[config.mk]
export PLATFORM = sky130hd
export DESIGN_NAME = pnl_ctrl
export DESIGN_NICKNAME = d
export VERILOG_FILES = /design/src/pnl_pkg.sv /design/src/pnl_ctrl.sv
export SDC_FILE = /design/constraint.sdc
export NUM_CORES = 1
export LEC_CHECK = 0
export BUFFER_PORTS_ARGS = -buffer_cell sky130_fd_sc_hd__buf_2
export CAP_MARGIN = 25
export CORE_AREA = 2 2 39 41
export CTS_CLUSTER_DIAMETER = 100
export DETAILED_ROUTE_END_ITERATION = 7
export DIE_AREA = 0 0 41 43
export SYNTH_ARGS = -nofsm -noshare
export SYNTH_HDL_FRONTEND = slang
export SYNTH_SLANG_ARGS = --single-unit
[constraint.sdc]
create_clock -name clk -period 2.2 [get_ports clk]
set_input_delay 0.22 -clock clk [delete_from_list [all_inputs] [get_ports clk]]
set_output_delay 0.22 -clock clk [all_outputs]
set_load 0.02 [all_outputs]
[src/pnl_pkg.sv]
package pnl_pkg;

	// Field widths
	localparam int PRICE_BITS    = 24;
	localparam int QTY_BITS      = 20;
	localparam int POSITION_BITS = 25;
	localparam int FRAC_BITS     = 8;
	localparam int AVG_BITS      = 32;
	localparam int PNL_BITS      = 64;

	// Derived widths
	localparam int MAG_BITS   = POSITION_BITS - 1;        // magnitude of a legal position
	localparam int NEXT_BITS  = POSITION_BITS + 1;        // position plus a fill
	localparam int DIFF_BITS  = AVG_BITS + 1;             // signed price difference
	localparam int PROD_BITS  = POSITION_BITS + DIFF_BITS; // signed pnl product
	localparam int COSTA_BITS = AVG_BITS + MAG_BITS;      // avg * |old|
	localparam int COSTB_BITS = AVG_BITS + QTY_BITS;      // price * |fill|
	localparam int TOTAL_BITS = COSTA_BITS + 1;           // total cost
	localparam int DIV_STEPS  = AVG_BITS;
	localparam int CNT_BITS   = $clog2(DIV_STEPS);

	localparam logic [POSITION_BITS-1:0] POS_MAX = {1'b0, {MAG_BITS{1'b1}}};
	localparam logic [CNT_BITS-1:0]      CNT_LAST = CNT_BITS'(DIV_STEPS - 1);

	// Item commands and status codes
	localparam logic CMD_FILL  = 1'b0;
	localparam logic CMD_PRICE = 1'b1;
	localparam logic SIDE_BUY  = 1'b0;
	localparam logic SIDE_SELL = 1'b1;
	localparam logic STATUS_OK     = 1'b0;
	localparam logic STATUS_REJECT = 1'b1;

	typedef struct packed {
		logic                  cmd;
		logic                  side;
		logic [PRICE_BITS-1:0] price;
		logic [QTY_BITS-1:0]   qty;
	} pnl_in_t;

	typedef struct packed {
		logic signed [POSITION_BITS-1:0] net_position;
		logic [AVG_BITS-1:0]             average_price;
		logic signed [PNL_BITS-1:0]      realized_pnl;
		logic signed [PNL_BITS-1:0]      unrealized_pnl;
		logic                            status;
	} pnl_out_t;

	typedef enum logic [2:0] {
		ST_IDLE,
		ST_MUL,
		ST_SUM,
		ST_DIV,
		ST_UPD
	} pnl_state_t;

	// Controller to datapath
	typedef struct packed {
		logic capture;
		logic mul;
		logic load;
		logic step;
		logic commit;
	} pnl_ctrl_t;

	// Datapath to controller
	typedef struct packed {
		logic div_needed;
		logic div_last;
		logic out_free;
	} pnl_stat_t;

endpackage

[src/pnl_ctrl.sv]
module pnl_ctrl (
	input  logic              clk,
	input  logic              arst_n,
	input  logic              item_valid,
	output logic              item_stall,
	output pnl_pkg::pnl_ctrl_t ctrl,
	input  pnl_pkg::pnl_stat_t stat
);
	import pnl_pkg::*;

	pnl_state_t state_q, state_d;

	// Hold the state register
	always_ff @(posedge clk or negedge arst_n) begin
		if (!arst_n) begin
			state_q <= ST_IDLE;
		end else begin
			state_q <= state_d;
		end
	end

	// Sequence one item: capture, multiply, sum, divide when needed, commit
	always_comb begin
		state_d      = state_q;
		ctrl         = '0;
		item_stall   = 1'b1;
		case (state_q)
			ST_IDLE: begin
				item_stall = 1'b0;
				if (item_valid) begin
					ctrl.capture = 1'b1;
					state_d      = ST_MUL;
				end
			end
			ST_MUL: begin
				ctrl.mul = 1'b1;
				state_d  = ST_SUM;
			end
			ST_SUM: begin
				ctrl.load = 1'b1;
				state_d   = stat.div_needed ? ST_DIV : ST_UPD;
			end
			ST_DIV: begin
				ctrl.step = 1'b1;
				if (stat.div_last) begin
					state_d = ST_UPD;
				end
			end
			ST_UPD: begin
				if (stat.out_free) begin
					ctrl.commit = 1'b1;
					state_d     = ST_IDLE;
				end
			end
			default: begin
				state_d = ST_IDLE;
			end
		endcase
	end

endmodule

==> run_results.csv, run 1 <==
group,metric,value,unit
synth,synth_cells,25,
sta,worst_hold_slack,0.218,ns
worst_setup_path,critical_path.top_delay_family,"simple AND/OR/NAND/NOR gates",
place,numPortBuffers,11,
place,dpl.hpwl,360,um
hold_path,worstHoldStart,"stat[1]",
synth,yosysSeqAreaShare,0.351,
sta,fin_crit,1.56,ns
route,first_pass_iters,3,
worst_setup_path,r2r_slack,0.98,ns
cells_and_area,fillers,162,
power_and_ir_drop,p_seq_frac,0.295,
worst_setup_path,critical-path-slowest-cell,"dfrtp_1",
place,pre_cts_ws,0.896,ns
worst_setup_path,timing.critical_path.to,"ctrl[4]",
route,wl_met3,35,um
sta,finalCritPeriodShare,0.709,
cells_and_area,fin_nets,46,
clock_network,cts_buffers,3,
route,ant_nets,0,
grt,grt_util_all_layers,0.0716,
clock_network,clock-sinks,3,
route,top_layer,"met4",
power_and_ir_drop,p_sw_frac,0.468,
die,die_w,41,um
die,io_pins,12,
power_and_ir_drop,powerDensity,1570,mW/mm2
die,rows,14,
worst_setup_path,cp.depth,3,
power_and_ir_drop,internal_power,0.000258,W
sta,max_freq,0.641,GHz
synth,ys.flop_type,"dfrtp_1",
worst_setup_path,crit_type,"reg -> out",
cells_and_area,drive_above_1_share,0.385,
route,wl,511,um
cells_and_area,utilization,0.223,
clock_network,root_buffer,"clkbuf_4",
worst_setup_path,worst-endpoint-required,1.98,ns
sta,fin_skew,0.000713,ns
worst_setup_path,worstPathArrival,1.34,ns
synth,synthArstFlopShare,1.00,
power_and_ir_drop,power.switching,0.000227,W
power_and_ir_drop,leakagePower,0.153,nW
power_and_ir_drop,pwr-share-clk,0.202,
worst_setup_path,reg2reg_from,"state_q[0]",
die,core_area,0.00138,mm2
worst_setup_path,crit_path_cell_trace,"or3_4 -> nor2_1 -> buf_2",
synth,synthesis.area,214,um2
worst_setup_path,cp_max_fo,8,
synth,synth_commonest_cells,"dfrtp_1, nor2_1",
synth,synth_seq_cells,3,
cells_and_area,area_growth,44.4,%
grt,grt_pass1_vias,198,
synth,synth-edff-count,0,
cells_and_area,reg_top3,"state_q: 3 flops",
synth,ys_warn_count,0,
sta,worst_slack,0.640,ns
power_and_ir_drop,irDropWorstVdd,0.524,mV
sta,worst_pin_slew,0.309,ns
place,gp_congestion,0.781,
clock_network,path_clk_slew,0.04,ns
sta,relSlewSlack,0.794,
worst_setup_path,cp-startpoint,"state_q[0]",
sta,drv_slew,0,
cells_and_area,post-route-cell-area,309,um2
worst_setup_path,start_kind,"flop",
route,wire_per_inst,9.29,um
synth,synth_area_per_cell,8.56,um2
grt,globalRouteOverflowTotal,0,
route,drtIter0Drc,3,
sta,rsz0062_at_grt,"false",
cells_and_area,largest_register_ffs,3,
route,viasPerCell,4.04,
route,drc,0,
sta,setup_viol,0,
worst_setup_path,worst-r2r-cell-count,2,
hold_path,hold_path_class,"in -> reg",
clock_network,postCtsSetupRepairBufs,0,
synth,synth_largest_area_cell,"dfrtp_1",
sta,hold_viol,0,
power_and_ir_drop,pwr-share-comb,0.503,
route,dr_total_vias,222,
die,die-area,0.00176,mm2
synth,synth_area_leaders,"dfrtp_1, nand2b_1, buf_6, nor2_1, o221a_1",
cells_and_area,num_antenna_cells,0,
clock_network,clk_latency,0.23,ns
grt,grt_pass1_wl,772,um
clock_network,clockBufferDepth,2,
grt,grt_max_degree,11,
cells_and_area,regMostFlops,"state_q",
worst_setup_path,rr_endpoint,"state_q[2]",
worst_setup_path,slowest_delay,0.45,ns
outcome,status,"complete, no violations",
worst_setup_path,end_kind,"output port",
grt,grt_antenna_before_repair,0,
worst_setup_path,cp.buffers_inverters,1,
die,die_h,43,um
sta,setup-tns-final,0,ns
synth,synth.distinct_cells,16,
route,met1_length,243,um
place,place_area,273,um2
clock_network,htreeDepth,1,
route,wl_met2,217,um
clock_network,post_cts_resized,0,
synth,synth_nets,31,
clock_network,cts_tree,"done",
die,initial_core_util,0.155,
synth,post-synth-top-area-fraction,0.351,
run,cap_violations,0,
-- cell usage in the layout, fill, tap and decap left out --
master / n
inv_1: 2
dfrtp_1: 3
o221a_1: 1
nand2b_1: 2
nand2_1: 2
a21oi_1: 2
dlygate4sd3_1: 1
nor3_1: 2
or3_1: 1
o211a_1: 1
nor2_1: 3
buf_2: 11
clkbuf_4: 3
a211oi_1: 1
a311oi_1: 1
nor4b_1: 1
clkbuf_1: 1
or3_4: 1
-- power groups by stage --
stage	logic [W]	registers (W)	clock network [W]
floorplan	0.000235	0.0000999	0
global placement	0.000247	0.000137	0
detailed placement	0.000244	0.000141	0
CTS	0.000247	0.000139	0.000103
global route	0.000267	0.000150	0.000108
finish	0.000244	0.000143	0.0000978
-- worst reg2reg max path, cell delays in order, from the launching register on --
cell and delay (ns):
dfrtp_1 0.45, or3_4 0.41, o221a_1 0.24
-- cells by family after synthesis --
family,synth area share
and+or+nand+nor,0.316
AOI/OAI and AO/OA,0.222
buffers and inverters,0.111
DFF,0.351
-- metal layers --
metal | GRT usage | up-vias
met2 | 0.0719 | 10
met5 | 0 | -
met3 | 0.0157 | 2
met1 | 0.0977 | 91
li1 | - | 119
met4 | 0.100 | 0
-- area by class of cell --
type / count / area (um2) / area share
multi-input combinational: 18 / 115 / 0.372
sequential: 3 / 75.1 / 0.243
timing repair buffer: 12 / 65.1 / 0.211
clock buffer: 4 / 26.3 / 0.0850
tap: 16 / 20.0 / 0.0648
inverter: 2 / 7.51 / 0.0243
-- through the flow --
step           cells  power (W)
2_1_floorplan     25   0.000335
3_3_place_gp      50   0.000384
3_5_place_dp      50   0.000385
4_1_cts           55   0.000489
5_1_grt           55   0.000525
6_report          55   0.000484
-- how the worst min path moves through the flow --
stage	end	cells after the start
6_report	state_q[1]	2
2_1_floorplan	state_q[0]	0
3_3_place_gp	state_q[0]	1
4_1_cts	state_q[1]	2
5_1_grt	state_q[1]	2
3_5_place_dp	state_q[1]	1
-- repair_timing --
| action | 4_1_cts | 5_1_grt |
|---|---|---|
| endpoints found under the setup margin | 0 | 0 |
| hold endpoints to repair | 3 | 0 |
| hold buffers | 1 | 0 |
Power figures use the tool's default switching activity.
==> run 2, diff against run 1 <==
--- a/config.mk
+++ b/config.mk
@@ -5,6 +5,7 @@
 export SDC_FILE = /design/constraint.sdc
 export NUM_CORES = 1
 export LEC_CHECK = 0
+export ABC_AREA = 1
 export BUFFER_PORTS_ARGS = -buffer_cell sky130_fd_sc_hd__buf_2
 export CAP_MARGIN = 25
 export CORE_AREA = 2 2 39 41
==> constraint.sdc (replaced) <==
create_clock -name clk -period 1.4 [get_ports clk]
set_input_delay 0.14 -clock clk [delete_from_list [all_inputs] [get_ports clk]]
set_output_delay 0.14 -clock clk [all_outputs]
set_load 0.02 [all_outputs]
==> run 2 against run 1 <==
Against the previous run:
- die area unchanged
- global-route usage decreased by 0.60 points
- hold slack got worse by 0.058 ns
- via count increased by 11%
- utilization increased by 1.8 points
- first-iteration DRC count decreased by 67%
- register-to-register slack got worse by 0.62 ns
- clock power increased by 57%
- cell area increased by 8.1%
- critical path depth unchanged
==> run_results.csv, run 2 <==
group,metric,value,unit
sta,rsz0062_at_grt,"false",
synth,synth_nets,37,
synth,post-synth-top-area-fraction,0.343,
worst_setup_path,crit_type,"reg -> out",
power_and_ir_drop,leakagePower,0.194,nW
clock_network,clk_latency,0.24,ns
cells_and_area,final_cell_mix,"buf_2, inv_1, nand2_1, nand3_1, clkbuf_4",
cells_and_area,regMostFlops,"state_q",
sta,hold_viol,0,
worst_setup_path,start_kind,"flop",
power_and_ir_drop,p_sw_frac,0.479,
worst_setup_path,end_kind,"output port",
route,dr_total_vias,246,
die,core_area,0.00138,mm2
cells_and_area,fin_nets,54,
sta,setup-tns-final,0,ns
run,cap_violations,0,
route,wire_per_inst,7.65,um
grt,grt_pass1_wl,717,um
die,initial_core_util,0.158,
synth,synth_largest_area_cell,"dfrtp_1",
synth,synth_cells,31,
route,wl_met3,21,um
sta,worst_pin_slew,0.221,ns
synth,synth.most_common_cell,"inv_1",
synth,synth-edff-count,0,
die,die-area,0.00176,mm2
hold_path,worstHoldStart,"stat[2]",
die,die_h,43,um
worst_setup_path,worst-r2r-cell-count,5,
cells_and_area,drive_above_1_share,0.447,
sta,finalCritPeriodShare,0.930,
sta,fin_skew,0.000970,ns
power_and_ir_drop,p_seq_frac,0.254,
place,dpl.hpwl,408,um
clock_network,cts_tree,"done",
route,drc,0,
sta,fin_crit,1.30,ns
power_and_ir_drop,irDropWorstVdd,0.400,mV
power_and_ir_drop,power.switching,0.000344,W
synth,ys_warn_count,0,
die,rows,14,
route,top_layer,"met4",
sta,drv_slew,0,
route,wl_met2,251,um
power_and_ir_drop,internal_power,0.000374,W
sta,worst_hold_slack,0.160,ns
synth,synth_area_per_cell,7.06,um2
cells_and_area,ff_latch_area,76.3,um2
die,io_pins,12,
sta,setup_viol,0,
synth,ys.flop_type,"dfrtp_1",
synth,synth_commonest_cells,"inv_1, nand2_1, nand3_1",
synth,synth_top_family_by_area,"simple AND/OR/NAND/NOR gates",
worst_setup_path,worst-endpoint-required,1.26,ns
grt,grt_max_degree,7,
route,ant_nets,0,
power_and_ir_drop,pwr-share-clk,0.215,
grt,globalRouteOverflowTotal,0,
power_and_ir_drop,pwr-share-comb,0.531,
cells_and_area,fillers,161,
grt,grt_pass1_vias,226,
worst_setup_path,reg2reg_from,"state_q[0]",
synth,synthXorXnorAreaFrac,0,
synth,synth_seq_cells,3,
cells_and_area,multi_input_area,116,um2
worst_setup_path,worstPathArrival,1.16,ns
cells_and_area,reg_top3,"state_q: 3 flops",
synth,synth_mux_area_frac,0,
clock_network,postCtsSetupRepairBufs,0,
grt,grt_util_all_layers,0.0655,
route,viasPerCell,3.90,
outcome,status,"complete, no violations",
route,drtIter0Drc,1,
synth,synth_area_leaders,"dfrtp_1, inv_1, nand3_1, nand2_1, nor2_1",
power_and_ir_drop,powerDensity,2150,mW/mm2
grt,grt_antenna_before_repair,0,
cells_and_area,layout_commonest_cell,"buf_2",
cells_and_area,largest_register_ffs,3,
sta,relSlewSlack,0.851,
hold_path,hold_path_class,"in -> reg",
worst_setup_path,cp-startpoint,"state_q[2]",
clock_network,htreeDepth,1,
synth,synth.distinct_cells,15,
synth,synthesis.area,219,um2
synth,yosysSeqAreaShare,0.343,
synth,synthSimpleGateAreaFrac,0.411,
synth,synthAdderAreaFrac,0,
die,die_w,41,um
place,numPortBuffers,11,
sta,max_freq,0.768,GHz
place,gp_congestion,0.590,
clock_network,clockBufferDepth,2,
route,met1_length,188,um
worst_setup_path,cp_max_fo,5,
synth,synth_compound_area_frac,0.109,
synth,synthArstFlopShare,1.00,
clock_network,path_clk_slew,0.04,ns
clock_network,clock-sinks,3,
hold_path,hold_depth,3,
route,first_pass_iters,2,
cells_and_area,num_antenna_cells,0,
clock_network,cts_buffers,3,
route,wl,482,um
clock_network,root_buffer,"clkbuf_4",
cells_and_area,area_growth,52.6,%
[run 2: layer usage]
| metal | up-vias | global-route usage |
|---|---|---|
| li1 | 132 | - |
| met1 | 106 | 0.0456 |
| met2 | 6 | 0.103 |
| met3 | 2 | 0.0157 |
| met4 | 0 | 0.100 |
| met5 | - | 0 |
[run 2: path summary, 6_finish.rpt]
kind	endpoint	slack (ns)
setup / recovery	ctrl[0]	0.1
hold / removal	state_q[1]	0.16
setup reg to reg	state_q[0]	0.36
hold reg to reg	state_q[1]	0.67
max in group asynchronous	state_q[2]	1.06
min in group asynchronous	state_q[1]	0.23
[run 2: what timing repair did]
action	CTS	global route
gates resized for setup	0	2
endpoints found under the setup margin	0	2
hold endpoints to repair	3	0
hold buffers	1	0
[run 2: layout make-up]
class / count / share of cell area
Multi-Input combinational cell: 20 / 0.348
Sequential cell: 3 / 0.228
Timing Repair Buffer: 12 / 0.195
Inverter: 8 / 0.0899
Clock buffer: 4 / 0.0787
Tap cell: 16 / 0.0599
[run 2: per-stage QoR]
stage / instances / total power (W) / cell area (um2) / utilization / setup slack (ns)
6_report: 63 / 0.000718 / 334 / 0.241 / 0.0986
5_1_grt: 63 / 0.000782 / 334 / 0.241 / 0.0383
4_1_cts: 63 / 0.000721 / 330 / 0.239 / 0.0156
3_5_place_dp: 58 / 0.000556 / 294 / 0.212 / 0.282
3_3_place_gp: 58 / 0.000551 / 294 / 0.212 / 0.285
2_1_floorplan: 31 / 0.000449 / 219 / - / 0.0692
[run 2: critical path, cell delays in order, from the launching register on]
cell and delay (ns):
dfrtp_2 0.42, inv_2 0.08, nor4_1 0.22, buf_2 0.21
[run 2: power by group through the flow]
stage / registers [W] / clock network, W / logic (W)
2_1_floorplan: 0.000166 / 0 / 0.000283
3_3_place_gp: 0.000174 / 0 / 0.000377
3_5_place_dp: 0.000175 / 0 / 0.000381
4_1_cts: 0.000174 / 0.000163 / 0.000384
5_1_grt: 0.000189 / 0.000173 / 0.000419
6_report: 0.000182 / 0.000154 / 0.000382
[run 2: cells by family (layout without fill, tap and decap cells)]
| family | after synthesis | in the layout |
|---|---|---|
| buffers and inverters | 8 | 24 |
| AO/OA/AOI/OAI | 3 | 3 |
| AND/OR/NAND/NOR | 17 | 17 |
| flip-flops | 3 | 3 |
==> run 3, diff against run 2 <==
--- a/config.mk
+++ b/config.mk
@@ -12,6 +12,7 @@
 export CTS_CLUSTER_DIAMETER = 100
 export DETAILED_ROUTE_END_ITERATION = 7
 export DIE_AREA = 0 0 41 43
+export RECOVER_POWER = 25
 export SYNTH_ARGS = -nofsm -noshare
 export SYNTH_HDL_FRONTEND = slang
 export SYNTH_SLANG_ARGS = --single-unit
==> run 3 against run 2 <==
Against the previous run:
- combinational power barely moved
- worst setup slack barely moved
- cell count did not move
- global-route usage did not move
- via count rose by 0.41%
- die area did not move
- clock skew barely moved
- non-clock buffer count did not move
- highest routed layer unchanged
- total power barely moved
==> run_results.csv, run 3 (same netlist as run 2, synthesis figures left out) <==
group,metric,value,unit
outcome,status,"complete, no violations",
cells_and_area,num_antenna_cells,0,
clock_network,htreeDepth,1,
worst_setup_path,start_kind,"flop",
sta,relSlewSlack,0.851,
grt,grt_max_degree,7,
cells_and_area,multi_input_area,116,um2
cells_and_area,drive_above_1_share,0.426,
clock_network,clock-sinks,3,
worst_setup_path,critical-path-slowest-cell,"dfrtp_2",
die,die_w,41,um
die,io_pins,12,
power_and_ir_drop,pwr-share-clk,0.215,
grt,grt_pass1_vias,226,
grt,grt_antenna_before_repair,0,
clock_network,cts_tree,"done",
grt,grt_util_all_layers,0.0655,
die,initial_core_util,0.158,
sta,max_freq,0.768,GHz
power_and_ir_drop,p_sw_frac,0.479,
power_and_ir_drop,pwr-share-comb,0.531,
sta,hold_viol,0,
cells_and_area,regMostFlops,"state_q",
run,cap_violations,0,
clock_network,root_buffer,"clkbuf_4",
route,met1_length,186,um
worst_setup_path,worst-endpoint-required,1.26,ns
route,first_pass_iters,2,
power_and_ir_drop,power.switching,0.000344,W
die,die_h,43,um
cells_and_area,fillers,161,
power_and_ir_drop,internal_power,0.000374,W
clock_network,cts_buffers,3,
clock_network,clockBufferDepth,2,
hold_path,hold_path_class,"in -> reg",
route,ant_nets,0,
route,drtIter0Drc,1,
sta,rsz0062_at_grt,"false",
die,die-area,0.00176,mm2
clock_network,clk_latency,0.24,ns
route,wire_per_inst,7.62,um
route,drc,0,
worst_setup_path,cp.buffers_inverters,2,
power_and_ir_drop,irDropWorstVdd,0.400,mV
clock_network,path_clk_slew,0.04,ns
worst_setup_path,crit_path_cell_trace,"inv_2 -> nor4_1 -> buf_2",
cells_and_area,reg_top3,"state_q: 3 flops",
route,wl,480,um
power_and_ir_drop,leakagePower,0.191,nW
sta,finalCritPeriodShare,0.930,
power_and_ir_drop,p_seq_frac,0.254,
place,dpl.hpwl,408,um
cells_and_area,layout_commonest_cell,"buf_2",
power_and_ir_drop,finalPower,0.000718,W
place,numPortBuffers,11,
worst_setup_path,worstPathArrival,1.16,ns
clock_network,postCtsSetupRepairBufs,0,
hold_path,worstHoldStart,"stat[2]",
cells_and_area,largest_register_ffs,3,
cells_and_area,final_cell_mix,"buf_2, inv_1, nand2_1, nand3_1, clkbuf_4",
die,core_area,0.00138,mm2
worst_setup_path,slowest_delay,0.42,ns
place,gp_congestion,0.590,
grt,grt_pass1_wl,717,um
worst_setup_path,crit_type,"reg -> out",
worst_setup_path,end_kind,"output port",
worst_setup_path,cp_max_fo,5,
sta,drv_slew,0,
cells_and_area,fin_nets,54,
sta,setup-tns-final,0,ns
sta,worst_pin_slew,0.221,ns
route,wl_met3,21,um
die,rows,14,
worst_setup_path,reg2reg_from,"state_q[0]",
sta,fin_crit,1.30,ns
cells_and_area,ff_latch_area,76.3,um2
cells_and_area,area_growth,52.0,%
sta,setup_viol,0,
grt,globalRouteOverflowTotal,0,
worst_setup_path,cp-startpoint,"state_q[2]",
worst_setup_path,critical_path.top_delay_family,"flip-flops",
sta,fin_skew,0.00100,ns
power_and_ir_drop,powerDensity,2160,mW/mm2
route,top_layer,"met4",
route,wl_met2,251,um
route,viasPerCell,3.92,
route,dr_total_vias,247,
## run 3: cell type report
class | count | share of cell area
Multi-Input combinational cell | 20 | 0.350
Sequential cell | 3 | 0.229
Clock buffer | 4 | 0.0789
Tap cell | 16 | 0.0602
Timing Repair Buffer | 12 | 0.192
Inverter | 8 | 0.0902
## run 3: path summary, 6_finish.rpt
path | endpoint | slack [ns] | cells past startpoint
setup / recovery | ctrl[0] | 0.1 | 3
hold / removal | state_q[1] | 0.16 | 3
setup reg to reg | state_q[0] | 0.36 | 5
hold reg to reg | state_q[1] | 0.67 | 3
max in group asynchronous | state_q[2] | 1.00 | 2
min in group asynchronous | state_q[1] | 0.24 | 2
## run 3: through the flow
step | area, um2 | worst slack [ns] | utilization | instances | hold WS [ns]
finish | 333 | 0.0986 | 0.241 | 63 | 0.159
global route | 333 | 0.0383 | 0.241 | 63 | 0.163
CTS | 330 | 0.0156 | 0.239 | 63 | 0.148
detailed placement | 294 | 0.282 | 0.212 | 58 | -0.0627
global placement | 294 | 0.285 | 0.212 | 58 | -0.0627
floorplan | 219 | 0.0692 | - | 31 | -0.156
## run 3: per-layer routing
layer  vias to the layer above  global-route usage
li1                        132                   -
met1                       107              0.0456
met2                         6               0.103
met3                         2              0.0157
met4                         0               0.100
met5                         -                   0
## run 3: power by group through the flow
| stage | Combinational [W] | Sequential (W) | Clock, W |
|---|---|---|---|
| 5_1_grt | 0.000419 | 0.000189 | 0.000173 |
| 3_3_place_gp | 0.000377 | 0.000174 | 0 |
| 2_1_floorplan | 0.000283 | 0.000166 | 0 |
| 3_5_place_dp | 0.000381 | 0.000175 | 0 |
| 4_1_cts | 0.000384 | 0.000174 | 0.000163 |
| 6_report | 0.000381 | 0.000182 | 0.000154 |
## run 3: worst reg2reg max path: stages, from the launching register on
cell and delay (ns):
dfrtp_1 0.42, nand2_1 0.13, nor2_4 0.05, nand2_2 0.09, clkinv_1 0.06, o21bai_2 0.17
## run 3: repair_timing
item,in CTS,in global routing
resized for setup,0,2
hold buffers,1,0
endpoints found under the hold margin,3,0
endpoints found under the setup margin,0,2
